## src/jacobi_polynomial_eval_assert.svh

```systemverilog
// assertion macros for the jacobi evaluator controller
`ifndef JACOBI_POLYNOMIAL_EVAL_ASSERT_SVH
`define JACOBI_POLYNOMIAL_EVAL_ASSERT_SVH

// same-cycle implication, checked outside reset
`define JPE_ASSERT_NOW(lbl, clk, rst_n, ante, cons) \
    lbl: assert property (@(posedge clk) disable iff (!rst_n) (ante) |-> (cons)) \
        else $error("jacobi evaluator check failed");

// next-cycle implication, checked outside reset
`define JPE_ASSERT_NEXT(lbl, clk, rst_n, ante, cons) \
    lbl: assert property (@(posedge clk) disable iff (!rst_n) (ante) |=> (cons)) \
        else $error("jacobi evaluator check failed");

`endif

```

## src/jpe_pkg.sv

```systemverilog
package jpe_pkg;

    localparam int MAX_DEGREE = 63;
    localparam int IN_DEG_W   = 6;
    localparam int DEG_W      = $clog2(MAX_DEGREE + 1);
    localparam int CFG_W      = 17;
    localparam int EXP_W      = CFG_W + 1;
    localparam int POINT_W    = 32;
    localparam int VAL_W      = 64;
    localparam int WIDE_W     = 2 * VAL_W;

    // shared multiplier: radix-16 shift and add
    localparam int MUL_DIGIT_W = 4;
    localparam int MUL_STEPS   = VAL_W / MUL_DIGIT_W;
    localparam int MUL_CNT_W   = $clog2(MUL_STEPS);

    // divider: one quotient bit per cycle
    localparam int DIV_STEPS = WIDE_W;
    localparam int DIV_CNT_W = $clog2(DIV_STEPS);

    localparam logic signed [VAL_W-1:0] SAT_MAX = {1'b0, {(VAL_W-1){1'b1}}};
    localparam logic signed [VAL_W-1:0] SAT_MIN = {1'b1, {(VAL_W-1){1'b0}}};
    localparam logic signed [VAL_W-1:0] ONE_Q31 = 64'sh0000_0000_8000_0000;
    localparam logic signed [VAL_W-1:0] Q10_ONE = 64'sd1024;
    localparam logic signed [VAL_W-1:0] Q10_TWO = 64'sd2048;
    localparam logic signed [EXP_W-1:0] EXP_SHIFT = 18'sd1024;

    localparam logic [0:0] REG_ALPHA = 1'b0;
    localparam logic [0:0] REG_BETA  = 1'b1;

    typedef enum logic [3:0] {
        OP_INIT,
        OP_M1,
        OP_M2,
        OP_M3,
        OP_M4,
        OP_M5,
        OP_M6,
        OP_M7,
        OP_M8,
        OP_M9,
        OP_M10,
        OP_M11,
        OP_M12,
        OP_FINAL
    } op_t;

    typedef struct packed {
        logic load;
        logic set_zero;
        logic set_one;
        logic mul_start;
        logic div_start;
        logic out_load;
        op_t  op;
    } ctrl_cmd_t;

    typedef struct packed {
        logic deriv;
        logic deg_zero;
        logic jd_zero;
        logic n_done;
        logic mul_done;
        logic div_done;
    } dp_stat_t;

    typedef struct packed {
        logic signed [VAL_W-1:0] value;
        logic                    ovf;
    } sat_t;

    // arithmetic right shift with round half up, then clamp to 64 bits
    function automatic sat_t rsh_sat(input logic signed [WIDE_W-1:0] a,
                                     input int unsigned k);
        logic signed [WIDE_W-1:0] r;
        sat_t s;
        r = a + (128'sd1 <<< (k - 1));
        r = r >>> k;
        s.ovf = !((r[WIDE_W-1:VAL_W-1] == '0) || (r[WIDE_W-1:VAL_W-1] == '1));
        if (s.ovf)
        begin
            s.value = r[WIDE_W-1] ? SAT_MIN : SAT_MAX;
        end
        else
        begin
            s.value = r[VAL_W-1:0];
        end
        return s;
    endfunction

endpackage

```

## src/jpe_ctrl.sv

```systemverilog
`include "jacobi_polynomial_eval_assert.svh"

module jpe_ctrl (
    input  logic                clk,
    input  logic                rst_n,
    input  logic                in_valid,
    output logic                in_ready,
    output logic                out_valid,
    input  logic                out_ready,
    input  jpe_pkg::dp_stat_t   stat,
    output jpe_pkg::ctrl_cmd_t  cmd
);

    typedef enum logic [7:0] {
        S_IDLE     = 8'b0000_0001,
        S_LOAD     = 8'b0000_0010,
        S_MUL_GO   = 8'b0000_0100,
        S_MUL_WAIT = 8'b0000_1000,
        S_DIV_GO   = 8'b0001_0000,
        S_DIV_WAIT = 8'b0010_0000,
        S_CHECK    = 8'b0100_0000,
        S_OUT      = 8'b1000_0000
    } ctrl_state_t;

    ctrl_state_t  state_reg;
    ctrl_state_t  state_next;
    jpe_pkg::op_t op_reg;
    jpe_pkg::op_t op_next;
    logic         out_valid_reg;
    logic         out_valid_next;

    always_comb
    begin
        state_next     = state_reg;
        op_next        = op_reg;
        out_valid_next = out_valid_reg;
        cmd            = '0;
        cmd.op         = op_reg;
        if (out_valid_reg && out_ready)
        begin
            out_valid_next = 1'b0;
        end
        case (state_reg)
            S_IDLE:
            begin
                if (in_valid)
                begin
                    cmd.load   = 1'b1;
                    state_next = S_LOAD;
                end
            end
            S_LOAD:
            begin
                if (stat.deriv && stat.deg_zero)
                begin
                    cmd.set_zero = 1'b1;
                    state_next   = S_OUT;
                end
                else if (stat.jd_zero)
                begin
                    cmd.set_one = 1'b1;
                    if (stat.deriv)
                    begin
                        op_next    = jpe_pkg::OP_FINAL;
                        state_next = S_MUL_GO;
                    end
                    else
                    begin
                        state_next = S_OUT;
                    end
                end
                else
                begin
                    op_next    = jpe_pkg::OP_INIT;
                    state_next = S_MUL_GO;
                end
            end
            S_MUL_GO:
            begin
                cmd.mul_start = 1'b1;
                state_next    = S_MUL_WAIT;
            end
            S_MUL_WAIT:
            begin
                if (stat.mul_done)
                begin
                    case (op_reg)
                        jpe_pkg::OP_INIT:  state_next = S_CHECK;
                        jpe_pkg::OP_M12:   state_next = S_DIV_GO;
                        jpe_pkg::OP_FINAL: state_next = S_OUT;
                        default:
                        begin
                            op_next    = jpe_pkg::op_t'(op_reg + 1'b1);
                            state_next = S_MUL_GO;
                        end
                    endcase
                end
            end
            S_DIV_GO:
            begin
                cmd.div_start = 1'b1;
                state_next    = S_DIV_WAIT;
            end
            S_DIV_WAIT:
            begin
                if (stat.div_done)
                begin
                    state_next = S_CHECK;
                end
            end
            S_CHECK:
            begin
                if (!stat.n_done)
                begin
                    op_next    = jpe_pkg::OP_M1;
                    state_next = S_MUL_GO;
                end
                else if (stat.deriv)
                begin
                    op_next    = jpe_pkg::OP_FINAL;
                    state_next = S_MUL_GO;
                end
                else
                begin
                    state_next = S_OUT;
                end
            end
            S_OUT:
            begin
                if (!out_valid_reg || out_ready)
                begin
                    cmd.out_load   = 1'b1;
                    out_valid_next = 1'b1;
                    state_next     = S_IDLE;
                end
            end
            default:
            begin
                state_next = S_IDLE;
            end
        endcase
    end

    always_ff @(posedge clk or negedge rst_n)
    begin
        if (!rst_n)
        begin
            state_reg     <= S_IDLE;
            op_reg        <= jpe_pkg::OP_INIT;
            out_valid_reg <= 1'b0;
        end
        else
        begin
            state_reg     <= state_next;
            op_reg        <= op_next;
            out_valid_reg <= out_valid_next;
        end
    end

    assign in_ready  = (state_reg == S_IDLE);
    assign out_valid = out_valid_reg;

    `JPE_ASSERT_NOW(a_mul_done_waiting, clk, rst_n, stat.mul_done, state_reg == S_MUL_WAIT)
    `JPE_ASSERT_NOW(a_div_done_waiting, clk, rst_n, stat.div_done, state_reg == S_DIV_WAIT)
    `JPE_ASSERT_NEXT(a_accept_loads, clk, rst_n, in_valid && in_ready, state_reg == S_LOAD)

endmodule

```

## config.mk

```make
export PLATFORM = sky130hd
export DESIGN_NAME = jpe_ctrl
export DESIGN_NICKNAME = d
export VERILOG_FILES = /design/src/jpe_pkg.sv /design/src/jpe_ctrl.sv
export VERILOG_INCLUDE_DIRS = /design/src /design/src/src
export SDC_FILE = /design/constraint.sdc
export NUM_CORES = 1
export LEC_CHECK = 0
export BUFFER_PORTS_ARGS = -buffer_cell sky130_fd_sc_hd__buf_2
export CAP_MARGIN = 5
export CORE_AREA = 2 2 60 62
export CTS_BUF_LIST = sky130_fd_sc_hd__clkbuf_8 sky130_fd_sc_hd__clkbuf_16
export DETAILED_ROUTE_END_ITERATION = 12
export DIE_AREA = 0 0 62 64
export PLACE_DENSITY = 0.45
export SETUP_SLACK_MARGIN = 0.02
export SLEW_MARGIN = 20
export SYNTH_ARGS = -nofsm -noshare
export SYNTH_HDL_FRONTEND = slang
export SYNTH_SLANG_ARGS = --single-unit
export TNS_END_PERCENT = 1
```

## constraint.sdc

```tcl
create_clock -name clk -period 5 [get_ports clk]
set_input_delay 0 -clock clk [delete_from_list [all_inputs] [get_ports clk]]
set_output_delay 0 -clock clk [all_outputs]
set_load 0.005 [all_outputs]
```

### After elaboration in Yosys (flattened, before gate mapping)

Index checks and enable logic that the tools add are counted.

| word-level totals | value |
|---|---|
| flip-flop bits (word level) | 13 |
| input port bits | 10 |
| output and inout bits | 12 |
| word-level logic and storage cells | 59 |

| operators by class | value |
|---|---|
| add/subtract/negate cells | 1 |
| equality and inequality tests | 16 |
| multiplexer cells | 30 |
| reduce and logical (&&, ||, !) cells | 9 |

Operator list:

| cell | number |
|---|---|
| $mux 8 | 8 |
| $pmux 8 s8 | 1 |
| $mux 4 | 6 |
| $pmux 8 s3 | 1 |
| $mux 1 | 12 |
| $ne 2x2->1 const B | 6 |
| $pmux 4 s3 | 1 |
| $eq 4x4->1 const B | 2 |
| $eq 8x1->1 const B | 1 |
| $eq 8x2->1 const B | 1 |
| $eq 8x3->1 const B | 1 |
| $eq 8x4->1 const B | 1 |
| $eq 8x5->1 const B | 1 |
| $eq 8x6->1 const B | 1 |
| $eq 8x7->1 const B | 1 |
| $eq 8x8->1 const B | 1 |
| $reduce_and 4->1 | 2 |
| $add 4x1->4 const B | 1 |
| $logic_not 4->1 | 1 |
| $reduce_bool 3->1 | 1 |
| $reduce_or 3->1 | 1 |
| $logic_and 1x1->1 | 2 |
| $mux 2 | 1 |
| $logic_not 1->1 | 1 |
| $logic_or 1x1->1 | 1 |

### Logic depth before layout (Yosys ltp)

Gate-level depths: netlist (run 1).

| logic depth | value |
|---|---|
| word-level depth | 5 |
| depth in mapped cells | 7 |
| depth with buffers taken out | 7 |

### Worst setup path before layout (run 1)

Ideal clock, no wire load.

| path | value |
|---|---|
| kind | flip-flop to flip-flop |
| from | register state_reg[4] |
| to | register op_reg[1] |
| library setup time | 0.118 ns |
| data arrival time | 1.805 ns |
| required time | 4.882 ns |
| slack | 3.076 ns |
| stages on the path, launching flop included | 7 |
| buffers on the path | 1 |
| period minus slack after synthesis | 1.924 ns |
| cell sequence | dfrtp_1 or4_1 buf_6 nor3_4 a211oi_2 a32o_1 a21o_1 |

| between the ends | value |
|---|---|
| word-level cells in the longest chain between the ends | 3 |
| elaborated cells between the ends (all ways) | 9 |
| those cells by class | eq/ne (6); mux (1); reduce/logical (2) |

Ends and longest elaborated chain:

| what | RTL line | text |
|---|---|---|
| start: declaration | jpe_ctrl.sv:25 | `ctrl_state_t state_reg;` |
| start signal: assignment | jpe_ctrl.sv:154 | `state_reg <= state_next;` |
| $eq 8x2->1 (tied with other cells) | jpe_ctrl.sv:43 | `case (state_reg)` |
| $ne 2x2->1 (no line) / $reduce_bool 3->1 (equally long branches) | n/a |  |
| $reduce_and 4->1 (no line) | n/a |  |
| end signal: assignment | jpe_ctrl.sv:149 | `op_reg <= jpe_pkg::OP_INIT;` |
| end signal: assignment | jpe_ctrl.sv:155 | `op_reg <= op_next;` |
| end: declaration | jpe_ctrl.sv:27 | `jpe_pkg::op_t op_reg;` |

Several ways; a longest one is shown, not always the timed one.
A chain may end at the register's enable or synchronous reset.

### Final worst setup path (run 1)

Same ends and word-level chain as after synthesis.

==> results of run 1 <==
## placed cells by master (no fill, tap or decap), types with 2 or more instances in the layout
cell,netlist,layout
clkbuf_8,0,3
a21oi_1,6,6
ha_1,3,3
and2_1,3,3
o22ai_1,2,2
o211ai_1,2,2
nand2_1,5,5
nand3_1,5,5
inv_1,7,8
and3_1,2,2
nor4_1,2,2
nor2_1,11,11
dfrtp_1,12,12
nor2b_1,4,4
buf_2,1,21
o21ai_0,4,4
or3b_2,2,2
a21o_1,2,2
dlygate4sd3_1,0,2
xnor2_1,3,3
## area by class of cell
cell class                      count  area [µm²]
Timing Repair Buffer               23         125
Tap cell                           46        57.6
Sequential cell                    13         327
Fill cell                         353        2110
Inverter                            7        26.3
Clock buffer                        3        41.3
Clock inverter                      1        3.75
Multi-Input combinational cell     85         592
## worst min-delay path by stage
stage	start	endpoint	slack (ns)	cells past startpoint
6_report	stat[0]	state_reg[5]	0.07	3
5_1_grt	stat[1]	state_reg[3]	0.09	3
4_1_cts	stat[0]	state_reg[5]	0.06	3
3_5_place_dp	rst_n	op_reg[2]	-0.08	1
3_3_place_gp	rst_n	op_reg[2]	-0.08	1
2_1_floorplan	rst_n	op_reg[0]	-0.30	0
## logic make-up after synthesis
family,count (synthesis),share of synthesized area
simple gates,48,0.302
compound gates,29,0.221
flops,13,0.336
buf+inv,11,0.0553
xor+xnor,4,0.0360
fa+ha+maj,3,0.0386
mux,1,0.0103
## through the flow
stage	cells	worst slack [ns]	util	power, mW	hold slack [ns]
3_5_place_dp	172	2.88	0.337	0.386	-0.0850
6_report	178	2.85	0.357	0.481	0.0668
3_3_place_gp	172	2.89	0.337	0.392	-0.0812
5_1_grt	178	2.77	0.357	0.526	0.0885
2_1_floorplan	109	3.08	-	0.331	-0.296
4_1_cts	178	2.86	0.357	0.486	0.0567
## worst register-to-register path: stages, from the launching register on
cell      delay [ns]
dfrtp_1         0.44
or4_1           0.70
nor2_4          0.30
a211oi_2        0.16
a32o_1          0.29
a21o_1          0.15
## what timing repair did
| item | in CTS | in global routing |
|---|---|---|
| setup buffers | 0 | 0 |
| hold endpoints to repair | 14 | 0 |
| gates resized for setup | 0 | 0 |
| hold buffers | 2 | 0 |
## where the power goes
part           switching, mW  internal [mW]
Sequential            0.0409          0.131
Clock                 0.0399         0.0543
Combinational          0.117         0.0979
Total                  0.198          0.283
## layer usage
layer	wire length [µm]	share of wire	vias to the layer above
met5	0	0	-
li1	-	-	450
met2	1120	0.46	15
met3	75	0.031	2
met4	13	0.0054	0
met1	1210	0.50	436
## cells in the mapped netlist (2+ instances only)
master	instances
dfrtp_1	12
nor2_1	11
inv_1	7
a21oi_1	6
nand2_1	5
nand3_1	5
nor2b_1	4
o21ai_0	4
and2_1	3
ha_1	3
xnor2_1	3
a21o_1	2
and3_1	2
nor4_1	2
o211ai_1	2
o22ai_1	2
or3b_2	2
==> metrics.txt, run 1 <==
reg2reg end op_reg[1]; initial drt markers 43; I/O pin cnt 22; M1 GR Usage 0.190; Syn Nets 122; Initial Util 0.296; Final nets 146; sequential area share after synthesis 0.336; Synth area leaders dfrtp_1 31%, nor2_1 4.2%, ha_1 3.9%; EDFF count, synth 0; critical path endpoint op_reg[1]; GP Congestion 0.861; Yosys top cell area share 0.309; Yosys reg bits 13; Max clock buf depth 2; CP required 5.13 ns; Crit. path cell count 5; cells on worst reg2reg path 5; f_max 0.466 GHz; Root Buffer Master clkbuf_8; Setup TNS Final 0 ns; CP bufs+invs 0; Yosys top cell by area dfrtp_1; PwrDens 410 nW/µm²; router iterations before antenna repair 4; Critical Path Start state_reg[4]; Die H 64 µm; FP Rows 21; # DRC 0; Distinct cells, synth 51; worst path cell trace or4_1 > nor2_4 > a211oi_2 > a32o_1 > a21o_1; TritonCTS Sinks 13; met2 Resource Use GR 0.198; gr ovfl total 0; Synth warnings 0; CP arrival 2.28 ns; CP Capture Type flop; clock skew 0.00295 ns; period utilisation layout 0.429; H-tree lvl count 1; vias per inst 5.07; clock slew at reported path FFs 0.06 ns; slowest CP cell or4_1; Die X-Extent 62 µm; worst-skew pair later-pin latency 0.24 ns; initial antenna violation count 0; # setup viols final 0; fraction of registers with async set/reset 1.00; slew of the pin with the lowest slew margin 0.551 ns; Crit Path Category reg2reg; GR Util met3 0.0283; Pleak 0.547 nW; Cell Area, Placed 1110 µm²; grt peak-use layer met2; Startpoint Class flop; Worst Hold Class in2reg; Final ANT Viol Nets 0; worst r2r src state_reg[4]; fin crit period 2.15 ns; GRT Overall Usage 0.135; Final Hold Viols 0; Mapped Cells 109; area grow syn2layout 20.6%; vias in the first global route 882; relative slew slack 0.630; Vias 903; Worst path top cell family by delay simple AND/OR/NAND/NOR gates; CTS tree yes; prevailing post-synth register cell dfrtp_1; Syn Std Cell Area 972 µm²; input/output buffers 21; largest net degree at the start of global routing 14; RSZ-0062 raised after global routing no; total of max-cap violations 0; CTS Buf Count 3; detailed placement HPWL 1860 µm; share of layout cells above drive strength 1 0.258; syn_area_per_cell 8.92 µm²; DIE AREA 3970 µm²; status complete, no violations; Total Wirelength 2420 µm; final instance area 1170 µm²; Max Fanout on Critical Path 11; wire length per cell 13.6 µm; first-pass GRT wire length 4060 µm; Pins Over Slew Limit 0; CP peak stage delay 0.70 ns; diode count 0; max FFs per register 8; setup slack, reg-to-reg 2.85 ns; Peak VDD IR 203 µV; CORE AREA 3280 µm²
(Power assumes the default switching activity.)
==> run 2: changes to the inputs <==
ABC_AREA = 1   (was default)
CORE_AREA = 2 2 66 68   (was 2 2 60 62)
DIE_AREA = 0 0 68 70   (was 0 0 62 64)
PLACE_DENSITY = 0.43   (was 0.45)
clock period = 2.1 ns   (was 5 ns; I/O delays follow)
==> run 2 against run 1 <==
Wire length is 23% higher. Worst setup slack worse by 2.3 ns. Global-route usage is 0.45 points higher. Total power grew to 2.8 times the previous value. Final cell count is 47% higher. Area after synthesis is 21% higher. Critical path depth is 3 higher. Maximum frequency is 40% higher. Clock-buffer cell count stayed put. Non-clock buffer count stayed put. Utilization is 1.8 points lower. Critical endpoint is now op_reg[2]. Largest cell class unchanged. Largest power group unchanged.
==> metrics.txt, run 2 <==
area grow syn2layout 19.4%; period utilisation layout 0.733; clock slew at reported path FFs 0.06 ns; Pins Over Slew Limit 0; reg2reg end op_reg[2]; Critical Path Start op_reg[0]; gr ovfl total 0; Synth area leaders dfrtp_1 26%, nand2_1 16%, nor2_1 11%; Final Hold Viols 0; Vias 1187; Die H 70 µm; Setup TNS Final 0 ns; initial drt markers 27; sequential area share after synthesis 0.278; Yosys top cell area share 0.256; Setup Buffers After CTS 0; FP Rows 24; setup slack after layout 0.561 ns; initial antenna violation count 0; worst r2r src op_reg[0]; RSZ-0062 raised after global routing no; TritonCTS Sinks 13; max FFs per register 8; clock skew 0.00122 ns; Cell Area, Placed 1340 µm²; Mapped Cells 184; first-pass GRT wire length 5180 µm; router iterations before antenna repair 3; commonest non-fill, non-tap cell in the layout nand2_1; Initial Util 0.284; Yosys top cell by area dfrtp_1; critical path endpoint op_reg[2]; Startpoint Class flop; total of max-cap violations 0; Final ANT Viol Nets 0; worst-skew pair later-pin latency 0.24 ns; Die X-Extent 68 µm; GP Congestion 0.828; Peak VDD IR 572 µV; Root Buffer Master clkbuf_8; syn_area_per_cell 6.39 µm²; # DRC 0; Syn Std Cell Area 1170 µm²; worst slack at placement 0.561 ns; most frequent cells after synthesis 49 x nand2_1, 33 x nor2_1, 24 x nand3_1; Max clock buf depth 2; Final nets 223; input/output buffers 21; diode count 0; commonest cells after routing, fill and taps aside 49 x nand2_1, 33 x nor2_1, 24 x nand3_1, 21 x buf_2, 20 x inv_1; H-tree lvl count 1; DIE AREA 4760 µm²; CP required 2.24 ns; post-cts gate resize count 0; share of layout cells above drive strength 1 0.254; Pleak 0.797 nW; status complete, no violations; vias in the first global route 1197; setup slack, reg-to-reg 0.56 ns; Synth warnings 0; EDFF count, synth 0; fraction of registers with async set/reset 1.00; cells on worst reg2reg path 8; I/O pin cnt 22; CORE AREA 4140 µm²; wire length per cell 11.4 µm; CP arrival 1.67 ns; Distinct cells, synth 24; CTS Buf Count 3; f_max 0.650 GHz; Syn Nets 197; CTS tree yes; slew of the pin with the lowest slew margin 0.324 ns; PwrDens 950 nW/µm²; final instance area 1400 µm²; most frequent cell after synthesis nand2_1; # setup viols final 0; largest net degree at the start of global routing 14; CP Capture Type flop; Max Fanout on Critical Path 8; detailed placement HPWL 2480 µm; vias per inst 4.55; GRT Overall Usage 0.140; Crit Path Category reg2reg; Total Wirelength 2980 µm; Yosys reg bits 13; Worst Hold Class in2reg; cts hold-fix bufs 2; fin crit period 1.54 ns; prevailing post-synth register cell dfrtp_1; relative slew slack 0.784
-- run 2: layout make-up --
type | count | area [µm²]
fill | 476 | 2740
sequential | 13 | 327
inverter | 26 | 97.6
tap | 52 | 65.1
timing repair buffer | 23 | 125
clock inverter | 1 | 5.00
clock buffer | 3 | 41.3
multi-input combinational | 143 | 742
-- run 2: critical path: stages, from the launching register on --
cell and delay, ns:
dfrtp_1 0.47, inv_1 0.09, ha_1 0.24, nand3_1 0.08, nand3_1 0.12, o21ai_1 0.16, nand3_2 0.13, nand2_1 0.08
nand2_1 0.06
-- run 2: routing by layer --
metal / GRT usage / routed length (µm) / up-vias / share of wire
met2: 0.255 / 1500 / 12 / 0.50
met4: 0.0133 / 7 / 0 / 0.0024
met5: 0 / 0 / - / 0
met3: 0.0354 / 92 / 2 / 0.031
met1: 0.166 / 1380 / 549 / 0.46
li1: - / - / 624 / -
-- run 2: cell families after synthesis --
group,Yosys count,share of synthesized area
and+or+nand+nor,133,0.564
buffers and inverters,28,0.0905
DFF,13,0.278
AOI/OAI and AO/OA,6,0.0277
adders and majority gates,3,0.0320
xor gates and xnor gates,1,0.00746
-- run 2: worst min-delay path by stage --
stage                     startpoint      endpoint  slack [ns]  depth (start not counted)
after CTS                   in_valid  state_reg[1]        0.03                          3
after global routing        in_valid  state_reg[1]        0.05                          3
after detailed placement       rst_n  state_reg[5]       -0.08                          1
final                       in_valid  state_reg[1]        0.03                          3
after global placement         rst_n  state_reg[5]       -0.09                          1
after floorplan                rst_n     op_reg[0]       -0.30                          0
-- run 2: power by group --
group	total, mW	switching [mW]	leakage, nW	internal (mW)
sequential	0.419	0.101	0.174	0.318
combinational	0.687	0.441	0.597	0.246
clock	0.226	0.0949	0.0255	0.131
-- run 2: per-stage QoR --
stage / power [mW] / hold WS (ns) / utilization / cells
floorplan: 0.916 / -0.296 / - / 184
global placement: 1.12 / -0.0883 / 0.322 / 255
detailed placement: 1.12 / -0.0816 / 0.322 / 255
CTS: 1.36 / 0.0272 / 0.338 / 261
global route: 1.49 / 0.0502 / 0.338 / 261
finish: 1.33 / 0.0281 / 0.338 / 261
